## src/rtl/bvcp_pkg.sv

```systemverilog
// ----------------------------------------------------------------------------
// bvcp_pkg: shared types and constants of the battery charge percent unit
// Microcode opcodes, jump conditions, control word layout, status from the
// datapath and the rest-voltage curve of one LiPo cell.
// ----------------------------------------------------------------------------
package bvcp_pkg;

    // Field widths
    localparam int PIN_W  = 12;
    localparam int OHM_W  = 24;
    localparam int PACK_W = 16;
    localparam int PCT_W  = 7;
    localparam int PROD_W = PIN_W + OHM_W;
    localparam int CELL_W = 13;
    localparam int CNT_W  = 5;
    localparam int PC_W   = 4;
    localparam int SEG_W  = 4;

    // Configuration register index
    localparam int CFG_IDX_W = 1;
    localparam logic [CFG_IDX_W-1:0] REG_FULL_OHMS = 1'b0;
    localparam logic [CFG_IDX_W-1:0] REG_OUT_OHMS  = 1'b1;

    // Cells in series in the pack
    localparam int CELL_COUNT = 2;

    // Quotient bits produced per division pass
    localparam logic [CNT_W-1:0] DIV_BITS = 5'd16;

    localparam logic [PACK_W-1:0] PACK_MAX  = 16'hFFFF;
    localparam logic [PCT_W-1:0]  PCT_FULL  = 7'd100;
    localparam logic [PCT_W-1:0]  PCT_STEP  = 7'd10;
    localparam logic [3:0]        OCV_LAST  = 4'd10;

    // Datapath operations
    typedef enum logic [3:0] {
        OP_NOP,
        OP_MUL,
        OP_LD_SCALE,
        OP_DIV_STEP,
        OP_STORE_PACK,
        OP_LD_CELL,
        OP_SEG,
        OP_LD_FRAC,
        OP_SET_PCT,
        OP_PUBLISH
    } t_op;

    // Jump conditions
    typedef enum logic [2:0] {
        C_NEVER,
        C_ALWAYS,
        C_NO_START,
        C_NOT_OK,
        C_LOOP_MORE,
        C_NO_READING,
        C_CLAMP,
        C_OUT_BUSY
    } t_cond;

    // One microcode control word
    typedef struct packed {
        t_op              op;
        t_cond            cond;
        logic [PC_W-1:0]  target;
    } t_uword;

    // Status returned by the datapath
    typedef struct packed {
        logic sample_ok;
        logic have_reading;
        logic cnt_last;
        logic clamp;
    } t_dp_stat;

    // Rest voltage of one cell at 0%, 10%, ... 100% charge
    function automatic logic [CELL_W-1:0] ocv_point(input logic [3:0] k);
        logic [CELL_W-1:0] mv;
        case (k)
            4'd0:    mv = 13'd3450;
            4'd1:    mv = 13'd3680;
            4'd2:    mv = 13'd3740;
            4'd3:    mv = 13'd3770;
            4'd4:    mv = 13'd3790;
            4'd5:    mv = 13'd3820;
            4'd6:    mv = 13'd3870;
            4'd7:    mv = 13'd3920;
            4'd8:    mv = 13'd3980;
            4'd9:    mv = 13'd4060;
            default: mv = 13'd4200;
        endcase
        return mv;
    endfunction

endpackage

```

## src/rtl/bvcp_useq.sv

```systemverilog
// ----------------------------------------------------------------------------
// bvcp_useq: microcode sequencer
// Step counter, control store and jump logic. One control word per step.
// ----------------------------------------------------------------------------
module bvcp_useq (
    input  logic                      i_clk,
    input  logic                      i_rst_n,
    input  logic                      i_start,
    input  logic                      i_out_busy,
    input  bvcp_pkg::t_dp_stat        i_stat,
    output bvcp_pkg::t_op             o_op,
    output logic                      o_idle
);

    // Program labels
    localparam logic [bvcp_pkg::PC_W-1:0] L_IDLE   = 4'd0;
    localparam logic [bvcp_pkg::PC_W-1:0] L_MUL    = 4'd1;
    localparam logic [bvcp_pkg::PC_W-1:0] L_LDSC   = 4'd2;
    localparam logic [bvcp_pkg::PC_W-1:0] L_DIVSC  = 4'd3;
    localparam logic [bvcp_pkg::PC_W-1:0] L_STORE  = 4'd4;
    localparam logic [bvcp_pkg::PC_W-1:0] L_PCT    = 4'd5;
    localparam logic [bvcp_pkg::PC_W-1:0] L_SEG    = 4'd6;
    localparam logic [bvcp_pkg::PC_W-1:0] L_LDFR   = 4'd7;
    localparam logic [bvcp_pkg::PC_W-1:0] L_DIVFR  = 4'd8;
    localparam logic [bvcp_pkg::PC_W-1:0] L_SETPCT = 4'd9;
    localparam logic [bvcp_pkg::PC_W-1:0] L_PUB    = 4'd10;
    localparam logic [bvcp_pkg::PC_W-1:0] L_DONE   = 4'd11;

    // Control store
    function automatic bvcp_pkg::t_uword ucode(input logic [bvcp_pkg::PC_W-1:0] pc);
        bvcp_pkg::t_uword w;
        unique case (pc)
            L_IDLE:   w = '{bvcp_pkg::OP_NOP,        bvcp_pkg::C_NO_START,   L_IDLE};
            L_MUL:    w = '{bvcp_pkg::OP_MUL,        bvcp_pkg::C_NOT_OK,     L_PCT};
            L_LDSC:   w = '{bvcp_pkg::OP_LD_SCALE,   bvcp_pkg::C_NEVER,      L_IDLE};
            L_DIVSC:  w = '{bvcp_pkg::OP_DIV_STEP,   bvcp_pkg::C_LOOP_MORE,  L_DIVSC};
            L_STORE:  w = '{bvcp_pkg::OP_STORE_PACK, bvcp_pkg::C_NEVER,      L_IDLE};
            L_PCT:    w = '{bvcp_pkg::OP_LD_CELL,    bvcp_pkg::C_NO_READING, L_PUB};
            L_SEG:    w = '{bvcp_pkg::OP_SEG,        bvcp_pkg::C_CLAMP,      L_PUB};
            L_LDFR:   w = '{bvcp_pkg::OP_LD_FRAC,    bvcp_pkg::C_NEVER,      L_IDLE};
            L_DIVFR:  w = '{bvcp_pkg::OP_DIV_STEP,   bvcp_pkg::C_LOOP_MORE,  L_DIVFR};
            L_SETPCT: w = '{bvcp_pkg::OP_SET_PCT,    bvcp_pkg::C_NEVER,      L_IDLE};
            L_PUB:    w = '{bvcp_pkg::OP_PUBLISH,    bvcp_pkg::C_OUT_BUSY,   L_PUB};
            L_DONE:   w = '{bvcp_pkg::OP_NOP,        bvcp_pkg::C_ALWAYS,     L_IDLE};
            default:  w = '{bvcp_pkg::OP_NOP,        bvcp_pkg::C_ALWAYS,     L_IDLE};
        endcase
        return w;
    endfunction

    logic [bvcp_pkg::PC_W-1:0] r_pc;
    logic [bvcp_pkg::PC_W-1:0] n_pc;
    bvcp_pkg::t_uword          w_word;
    logic                      w_take;

    assign w_word = ucode(r_pc);

    // Evaluate the jump condition of the current step
    always_comb begin
        unique case (w_word.cond)
            bvcp_pkg::C_NEVER:      w_take = 1'b0;
            bvcp_pkg::C_ALWAYS:     w_take = 1'b1;
            bvcp_pkg::C_NO_START:   w_take = !i_start;
            bvcp_pkg::C_NOT_OK:     w_take = !i_stat.sample_ok;
            bvcp_pkg::C_LOOP_MORE:  w_take = !i_stat.cnt_last;
            bvcp_pkg::C_NO_READING: w_take = !i_stat.have_reading;
            bvcp_pkg::C_CLAMP:      w_take = i_stat.clamp;
            bvcp_pkg::C_OUT_BUSY:   w_take = i_out_busy;
            default:                w_take = 1'b0;
        endcase
        n_pc = w_take ? w_word.target : r_pc + 4'd1;
    end

    // Advance the step counter
    always_ff @(posedge i_clk) begin
        if (!i_rst_n) begin
            r_pc <= L_IDLE;
        end else begin
            r_pc <= n_pc;
        end
    end

    assign o_op   = w_word.op;
    assign o_idle = (r_pc == L_IDLE);

endmodule

```

## src/rtl/bvcp_dpath.sv

```systemverilog
// ----------------------------------------------------------------------------
// bvcp_dpath: datapath of the battery charge percent unit
// Input capture, divider multiply, shared restoring divider (one quotient bit
// per step), reciprocal multiply for the per-cell voltage, table segment
// search and the stored pack state.
// ----------------------------------------------------------------------------
module bvcp_dpath #(
    parameter int CELL_COUNT = bvcp_pkg::CELL_COUNT
) (
    input  logic                                i_clk,
    input  logic                                i_rst_n,
    input  logic                                i_load,
    input  logic [bvcp_pkg::PIN_W-1:0]          i_pin_millivolts,
    input  logic                                i_sample_ok,
    input  logic [bvcp_pkg::OHM_W-1:0]          i_full_ohms,
    input  logic [bvcp_pkg::OHM_W-1:0]          i_out_ohms,
    input  bvcp_pkg::t_op                       i_op,
    output bvcp_pkg::t_dp_stat                  o_stat,
    output logic [bvcp_pkg::PACK_W-1:0]         o_pack_millivolts,
    output logic [bvcp_pkg::PCT_W-1:0]          o_charge_percent,
    output logic                                o_reading_present
);

    // Reciprocal of the cell count, exact for every 16-bit pack voltage
    localparam int RECIP_SHIFT = 20;
    localparam int RECIP_W     = RECIP_SHIFT + 1;
    localparam int CPROD_W     = bvcp_pkg::PACK_W + RECIP_W;
    localparam logic [RECIP_W-1:0] CELL_RECIP =
        RECIP_W'(((1 << RECIP_SHIFT) + CELL_COUNT - 1) / CELL_COUNT);

    // Captured transaction
    logic [bvcp_pkg::PIN_W-1:0]  r_pin;
    logic                        r_ok;

    // Arithmetic registers
    logic [bvcp_pkg::PROD_W-1:0] r_prod;
    logic                        r_sat;
    logic [bvcp_pkg::OHM_W-1:0]  r_rem;
    logic [bvcp_pkg::PACK_W-1:0] r_dq;
    logic [bvcp_pkg::OHM_W-1:0]  r_dvs;
    logic [bvcp_pkg::CNT_W-1:0]  r_cnt;
    logic [bvcp_pkg::CELL_W-1:0] r_cell;
    logic [bvcp_pkg::SEG_W-1:0]  r_seg;
    logic [bvcp_pkg::PCT_W-1:0]  r_pct;

    // Stored pack state
    logic [bvcp_pkg::PACK_W-1:0] r_pack;
    logic                        r_have;

    logic [bvcp_pkg::OHM_W:0]    w_trial;
    logic                        w_ge;
    logic                        w_sat;
    logic [CPROD_W-1:0]          w_cell_prod;
    logic                        w_lo_clamp;
    logic                        w_hi_clamp;
    logic [bvcp_pkg::SEG_W-1:0]  w_seg;
    logic [bvcp_pkg::CELL_W-1:0] w_lo_mv;
    logic [bvcp_pkg::CELL_W-1:0] w_hi_mv;
    logic [bvcp_pkg::CELL_W-1:0] w_diff;
    logic [bvcp_pkg::PIN_W-1:0]  w_num;

    // Restoring division step: shift in one dividend bit, subtract if it fits
    assign w_trial = {r_rem, r_dq[bvcp_pkg::PACK_W-1]};
    assign w_ge    = (w_trial >= {1'b0, r_dvs});

    // Quotient above 16 bits when the upper product bits reach the divisor
    assign w_sat = ({4'd0, r_prod[bvcp_pkg::PROD_W-1:bvcp_pkg::PACK_W]} >= i_out_ohms);

    // Per-cell voltage of the stored pack
    assign w_cell_prod = CPROD_W'(r_pack) * CPROD_W'(CELL_RECIP);

    // Locate the curve segment of the per-cell quotient
    always_comb begin
        w_lo_clamp = ({1'b0, r_dq} <= {4'd0, bvcp_pkg::ocv_point(4'd0)});
        w_hi_clamp = ({1'b0, r_dq} >= {4'd0, bvcp_pkg::ocv_point(bvcp_pkg::OCV_LAST)});
        w_seg      = '0;
        for (int k = 1; k < 10; k++) begin
            if ({1'b0, r_dq} > {4'd0, bvcp_pkg::ocv_point(4'(k))}) begin
                w_seg = w_seg + 4'd1;
            end
        end
    end

    // Interpolation numerator and segment width
    assign w_lo_mv = bvcp_pkg::ocv_point(r_seg);
    assign w_hi_mv = bvcp_pkg::ocv_point(r_seg + 4'd1);
    assign w_diff  = r_cell - w_lo_mv;
    assign w_num   = 12'(w_diff[7:0]) * 12'(bvcp_pkg::PCT_STEP);

    // Capture the incoming transaction
    always_ff @(posedge i_clk) begin
        if (i_load) begin
            r_pin <= i_pin_millivolts;
            r_ok  <= i_sample_ok;
        end
    end

    // Execute the current micro-operation
    always_ff @(posedge i_clk) begin
        case (i_op)
            bvcp_pkg::OP_MUL: begin
                r_prod <= bvcp_pkg::PROD_W'(r_pin) * bvcp_pkg::PROD_W'(i_full_ohms);
            end
            bvcp_pkg::OP_LD_SCALE: begin
                r_sat <= w_sat;
                r_rem <= {4'd0, r_prod[bvcp_pkg::PROD_W-1:bvcp_pkg::PACK_W]};
                r_dq  <= r_prod[bvcp_pkg::PACK_W-1:0];
                r_dvs <= i_out_ohms;
                r_cnt <= bvcp_pkg::DIV_BITS;
            end
            bvcp_pkg::OP_DIV_STEP: begin
                r_rem <= w_ge ? bvcp_pkg::OHM_W'(w_trial - {1'b0, r_dvs})
                              : w_trial[bvcp_pkg::OHM_W-1:0];
                r_dq  <= {r_dq[bvcp_pkg::PACK_W-2:0], w_ge};
                r_cnt <= r_cnt - 5'd1;
            end
            bvcp_pkg::OP_LD_CELL: begin
                r_dq  <= w_cell_prod[RECIP_SHIFT +: bvcp_pkg::PACK_W];
                r_pct <= '0;
            end
            bvcp_pkg::OP_SEG: begin
                r_cell <= r_dq[bvcp_pkg::CELL_W-1:0];
                r_seg  <= w_seg;
                r_pct  <= (w_hi_clamp && !w_lo_clamp) ? bvcp_pkg::PCT_FULL : '0;
            end
            bvcp_pkg::OP_LD_FRAC: begin
                r_rem <= '0;
                r_dq  <= bvcp_pkg::PACK_W'(w_num);
                r_dvs <= bvcp_pkg::OHM_W'(w_hi_mv - w_lo_mv);
                r_cnt <= bvcp_pkg::DIV_BITS;
            end
            bvcp_pkg::OP_SET_PCT: begin
                r_pct <= bvcp_pkg::PCT_W'(r_seg) * bvcp_pkg::PCT_STEP
                         + {3'd0, r_dq[3:0]};
            end
            default: begin
            end
        endcase
    end

    // Hold the stored pack voltage and the reading flag
    always_ff @(posedge i_clk) begin
        if (!i_rst_n) begin
            r_pack <= '0;
            r_have <= 1'b0;
        end else if (i_op == bvcp_pkg::OP_STORE_PACK) begin
            r_pack <= r_sat ? bvcp_pkg::PACK_MAX : r_dq;
            r_have <= 1'b1;
        end
    end

    assign o_stat.sample_ok    = r_ok;
    assign o_stat.have_reading = r_have;
    assign o_stat.cnt_last     = (r_cnt == 5'd1);
    assign o_stat.clamp        = w_lo_clamp || w_hi_clamp;

    assign o_pack_millivolts = r_pack;
    assign o_charge_percent  = r_pct;
    assign o_reading_present = r_have;

endmodule

```

## src/rtl/battery_voltage_to_charge_percent_unit.sv

```systemverilog
// ----------------------------------------------------------------------------
// battery_voltage_to_charge_percent_unit: pack voltage and charge estimator
// Scales an ADC pin reading by the divider ratio, keeps the pack voltage and
// interpolates the per-cell charge percent on a LiPo rest-voltage curve.
// ----------------------------------------------------------------------------
// Usage:
//   Input channel (i_in_valid / o_in_stall) carries one pin reading in mV and
//   a success flag. A failed sample leaves the stored pack voltage alone.
//   Output channel (o_out_valid / i_out_stall) returns one transaction per
//   input: stored pack mV, charge percent (0..100) and a reading-present flag.
//   Configuration: i_cfg_we with i_cfg_index 0 writes the total divider
//   resistance, index 1 the tap leg resistance; write only while idle.
// Timing:
//   A microcoded sequencer runs one step per cycle; two 16-step passes of the
//   shared restoring divider (divider ratio, interpolation) dominate. A
//   successful sample runs multiply, ratio pass, store, cell voltage, segment
//   search, interpolation pass and percent, then loads the output register; a
//   clamped cell voltage skips interpolation and percent, a failed sample the
//   ratio pass and store, no reading yet all after the cell voltage. One more
//   step returns to idle; o_in_stall is high while busy.
// Reset:
//   Both divider registers return to 1, the stored voltage to 0, no reading.
// Back-pressure:
//   A finished result waits in the publish step while the output register is
//   full and stalled; the output payload holds.
// ----------------------------------------------------------------------------
module battery_voltage_to_charge_percent_unit #(
    parameter int CELL_COUNT = bvcp_pkg::CELL_COUNT
) (
    input  logic                                 i_clk,
    input  logic                                 i_rst_n,
    input  logic                                 i_in_valid,
    output logic                                 o_in_stall,
    input  logic [bvcp_pkg::PIN_W-1:0]           i_pin_millivolts,
    input  logic                                 i_sample_ok,
    output logic                                 o_out_valid,
    input  logic                                 i_out_stall,
    output logic [bvcp_pkg::PACK_W-1:0]          o_pack_millivolts,
    output logic [bvcp_pkg::PCT_W-1:0]           o_charge_percent,
    output logic                                 o_reading_present,
    input  logic                                 i_cfg_we,
    input  logic [bvcp_pkg::CFG_IDX_W-1:0]       i_cfg_index,
    input  logic [bvcp_pkg::OHM_W-1:0]           i_cfg_data
);

    logic [bvcp_pkg::OHM_W-1:0]  r_full_ohms;
    logic [bvcp_pkg::OHM_W-1:0]  r_out_ohms;
    logic                        r_out_valid;
    logic [bvcp_pkg::PACK_W-1:0] r_out_pack;
    logic [bvcp_pkg::PCT_W-1:0]  r_out_pct;
    logic                        r_out_have;

    bvcp_pkg::t_op               w_op;
    bvcp_pkg::t_dp_stat          w_stat;
    logic                        w_idle;
    logic                        w_accept;
    logic                        w_out_busy;
    logic                        w_publish;
    logic [bvcp_pkg::PACK_W-1:0] w_pack;
    logic [bvcp_pkg::PCT_W-1:0]  w_pct;
    logic                        w_have;

    assign o_in_stall = !w_idle;
    assign w_accept   = i_in_valid && w_idle;
    assign w_out_busy = r_out_valid && i_out_stall;
    assign w_publish  = (w_op == bvcp_pkg::OP_PUBLISH) && !w_out_busy;

    // Write configuration registers
    always_ff @(posedge i_clk) begin
        if (!i_rst_n) begin
            r_full_ohms <= 24'd1;
            r_out_ohms  <= 24'd1;
        end else if (i_cfg_we) begin
            case (i_cfg_index)
                bvcp_pkg::REG_FULL_OHMS: r_full_ohms <= i_cfg_data;
                bvcp_pkg::REG_OUT_OHMS:  r_out_ohms  <= i_cfg_data;
                default: begin
                end
            endcase
        end
    end

    bvcp_useq u_useq (
        .i_clk      (i_clk),
        .i_rst_n    (i_rst_n),
        .i_start    (i_in_valid),
        .i_out_busy (w_out_busy),
        .i_stat     (w_stat),
        .o_op       (w_op),
        .o_idle     (w_idle)
    );

    bvcp_dpath #(
        .CELL_COUNT (CELL_COUNT)
    ) u_dpath (
        .i_clk             (i_clk),
        .i_rst_n           (i_rst_n),
        .i_load            (w_accept),
        .i_pin_millivolts  (i_pin_millivolts),
        .i_sample_ok       (i_sample_ok),
        .i_full_ohms       (r_full_ohms),
        .i_out_ohms        (r_out_ohms),
        .i_op              (w_op),
        .o_stat            (w_stat),
        .o_pack_millivolts (w_pack),
        .o_charge_percent  (w_pct),
        .o_reading_present (w_have)
    );

    // Track output register occupancy
    always_ff @(posedge i_clk) begin
        if (!i_rst_n) begin
            r_out_valid <= 1'b0;
        end else if (w_publish) begin
            r_out_valid <= 1'b1;
        end else if (!i_out_stall) begin
            r_out_valid <= 1'b0;
        end
    end

    // Load the result transaction
    always_ff @(posedge i_clk) begin
        if (w_publish) begin
            r_out_pack <= w_pack;
            r_out_pct  <= w_pct;
            r_out_have <= w_have;
        end
    end

    assign o_out_valid       = r_out_valid;
    assign o_pack_millivolts = r_out_pack;
    assign o_charge_percent  = r_out_pct;
    assign o_reading_present = r_out_have;

endmodule

```

## config.mk

```make
export PLATFORM = sky130hd
export DESIGN_NAME = battery_voltage_to_charge_percent_unit
export DESIGN_NICKNAME = d
export VERILOG_FILES = /design/src/rtl/bvcp_pkg.sv /design/src/rtl/bvcp_useq.sv /design/src/rtl/bvcp_dpath.sv /design/src/rtl/battery_voltage_to_charge_percent_unit.sv
export SDC_FILE = /design/constraint.sdc
export NUM_CORES = 1
export LEC_CHECK = 0
export ABC_AREA = 1
export BUFFER_PORTS_ARGS = -buffer_cell sky130_fd_sc_hd__buf_2
export CAP_MARGIN = 5
export CORE_MARGIN = 8
export CORE_UTILIZATION = 38
export DETAILED_ROUTE_END_ITERATION = 6
export PLACE_DENSITY = 0.64
export SYNTH_ARGS = -nofsm -noshare
export SYNTH_HDL_FRONTEND = slang
export SYNTH_SLANG_ARGS = --single-unit
```

## constraint.sdc

```tcl
create_clock -name i_clk -period 5.45 [get_ports i_clk]
set_input_delay 0.8175 -clock i_clk [delete_from_list [all_inputs] [get_ports i_clk]]
set_output_delay 0.8175 -clock i_clk [all_outputs]
set_load 0.005 [all_outputs]
```

==> flow_summary.yaml <==
outcome:
  status: "finished, final reports clean"
power_and_ir_drop:
  powerDensity_mw_per_mm2: 616
  ir_drop_v: 0.000386
  p_leak_nw: 13.6
synth:
  ys_ff_latch: 254
  yosysUniqueCellTypes: 56
  synth_cells: 2827
  yosysTopAreaCell: "edfxtp_1"
  seq_area_frac_synth_pct: 28.9
  synth.avg_cell_area_um2: 8.21
  synth_edf_count: 162
  yosysTopAreaCellShare_pct: 20.9
  ys.flop_type: "edfxtp_1"
  yosysWarnings: 0
  async_flop_share_pct: 0
  syn-num-nets: 3281
  synth_area_mm2: 0.0232
  yosys-top-cells-area: "edfxtp_1 21%, fa_1 19%, nand2_1 11%"
floorplan:
  ios: 69
  die_area_mm2: 0.0693
  start_util_pct: 38.5
  die_w_um: 263
  core_mm2: 0.0604
  die_height_um: 263
  rows: 90
timing:
  tightest_slew_ns: 1.07
  max_freq_mhz: 187
  tns_ns: 0
  fin_crit_ns: 5.34
  grt_setup_unrepaired: "yes"
  setup_viol: 0
  period_share_pct: 97.9
  clock-skew-final_ns: 0.0232
  slew_headroom_pct: 28.2
  drv_slew: 0
  hold_viol_final: 0
global_route:
  grt_pass1_wl_um: 96000
  grt_pass1_vias: 18900
  antenna_found_initial: 1
  grt_max_degree: 66
  grtUsageTotal_pct: 16.6
  overflow: 0
setup_path:
  worstPathCellList: "buf_12 -> buf_4 -> buf_4 -> nand2_1 -> fa_1 -> fa_1 -> fa_1 -> inv_1 -> fa_1 -> fa_1 -> ha_1 -> inv_2 -> o21bai_2 -> a21oi_4 -> o21ai_2 -> a21oi_1 -> o21bai_1 -> a21boi_2 -> o21bai_2 -> a21oi_2 -> xnor2_1"
  cpMaxStageDelayCell: "fa_1"
  worstPathMaxFanout: 7
  cp.required_ns: 5.78
  path_class: "flip-flop to flip-flop"
  critPathMaxStageDelay_ns: 0.50
  cp_common_cell: "fa_1"
  cp-start-kind: "flip-flop"
  endpoint_kind: "flip-flop"
  arrival_ns: 5.67
clocking:
  cts_root_buf: "clkbuf_16"
  clock_sinks: 254
  cts_max_level: 1
  clock_latency_ns: 0.60
  clk_path_buf_depth: 3
  cts_buffers: 30
  cts_hold_buf: 0
  cts_tree: "done"
  clk_pin_slew_ns: 0.07
route:
  drc_errors: 0
  avgViaCountPerCell: 4.85
  drt_pass1_iterations: 5
  vias: 18600
  antenna_left: 0
  drt_iter0_drc: 1087
  routed_wl_um: 59000
  wire_per_inst_um: 15.4
placement:
  placed_cell_area_mm2: 0.0253
  dp_hpwl_um: 46700
  numPortBuffers: 68
  place.gp.congestion: 0.900
final_layout:
  layout_common_cells: "656 x nand2_1, 558 x inv_1, 225 x fa_1"
  syn2layout_area_growth_pct: 17.3
  drive_gt1_share_pct: 14.6
  fin_area_mm2: 0.0272
  fin_nets: 3476
  final_common_cell: "nand2_1"
worst_hold_path:
  min_path_type: "input pin to flip-flop"
run:
  maxCapViolations: 0
==> area by class of cell <==
type | instances | area, um2
diodes | 1 | 2.50
clock buffers | 36 | 836
clock inverters | 20 | 186
fillers | 5850 | 33100
inverters | 572 | 2150
multi-input cells | 1912 | 14500
flip-flops and latches | 254 | 6720
well taps | 782 | 978
repair buffers | 252 | 1890
==> logic make-up after synthesis <==
group	after synthesis	synth area share (%)
AO/OA/AOI/OAI	385	9.31
XOR/XNOR	69	2.60
adder cells (fa/ha/maj)	411	29.4
buffers and inverters	661	10.7
flip-flops	254	28.9
AND/OR/NAND/NOR	1047	19.0
==> stage by stage <==
step	util, %	hold WS [ns]	power (mW)	cells	setup WS (ns)
after floorplan	-	0.400	10.6	2827	-0.00610
after global placement	41.9	0.403	13.6	3724	-0.0752
after detailed placement	41.9	0.409	13.7	3724	-0.188
after CTS	43.8	0.351	15.9	3789	0.0106
after global routing	45.1	0.372	18.5	3829	-0.0217
final	45.1	0.396	16.8	3829	0.115
==> sequential cells by signal (all words and copies together), names as in the netlist, 16 cells and up <==
register	flops
u_dpath.r_dq	16
r_full_ohms	24
r_out_ohms	24
u_dpath.r_rem	24
o_pack_millivolts	16
u_dpath.r_dvs	24
u_dpath.o_pack_millivolts	16
u_dpath.r_prod	36
==> repair_timing <==
item | 4_1_cts | 5_1_grt
setup buffers | 9 | 37
pin swaps | 0 | 39
resized for setup | 10 | 88
cloned | 0 | 2
setup endpoints to repair | 14 | 26
==> worst max-delay path: cells and delay by family, from the launching register on <==
| family | cells | cell delay, ns |
|---|---|---|
| AOI/OAI and AO/OA | 8 | 1.15 |
| xor gates and xnor gates | 1 | 0.15 |
| adders and majority gates | 6 | 2.73 |
| buffers and inverters | 5 | 0.52 |
| DFF | 1 | 0.43 |
| and+or+nand+nor | 1 | 0.07 |
==> layer usage <==
metal	vias up	global-route usage (%)	wire length (um)
met1	8799	21.9	26300
li1	9263	-	-
met2	431	28.5	28100
met5	-	0	0
met4	0	4.57	1500
met3	80	2.12	3080
==> report_power, final <==
group          internal, mW  switching [mW]  total [mW]  leakage, nW
clock network          1.16           0.891        2.05        0.500
logic                  4.60            6.67        11.3         10.8
registers              3.05           0.395        3.44         2.27
total                  8.80            7.96        16.8         13.6
==> synthesized netlist by cell type (all sizes together) (2+ instances only) <==
cell type / number
buf: 5
nand4: 9
nand3: 91
o31ai: 2
clkbuf: 84
nor4: 13
xnor2: 26
a31oi: 9
o21ai: 170
a21boi: 5
edfxtp: 162
o21a: 9
a21o: 3
nand2: 683
nor3: 38
nor2: 201
o21bai: 10
a21oi: 137
nand3b: 2
o2111ai: 8
a211oi: 4
a221oi: 2
a32oi: 2
o211ai: 16
ha: 185
a22oi: 2
and2: 2
o221ai: 3
dfxtp: 92
fa: 226
or2: 6
inv: 570
clkinv: 2
xor2: 43
==> path summary, 6_finish.rpt <==
path	start	slack [ns]	cells past startpoint	end
worst max register to register	u_dpath.r_pin[3]	0.11	21	u_dpath.r_prod[26]
worst max-delay path	u_dpath.r_pin[3]	0.11	21	u_dpath.r_prod[26]
worst min-delay path	i_sample_ok	0.40	1	u_dpath.r_ok
worst min register to register	u_dpath.o_charge_percent[4]	0.43	0	o_charge_percent[4]
Power figures use the tool's default switching activity.
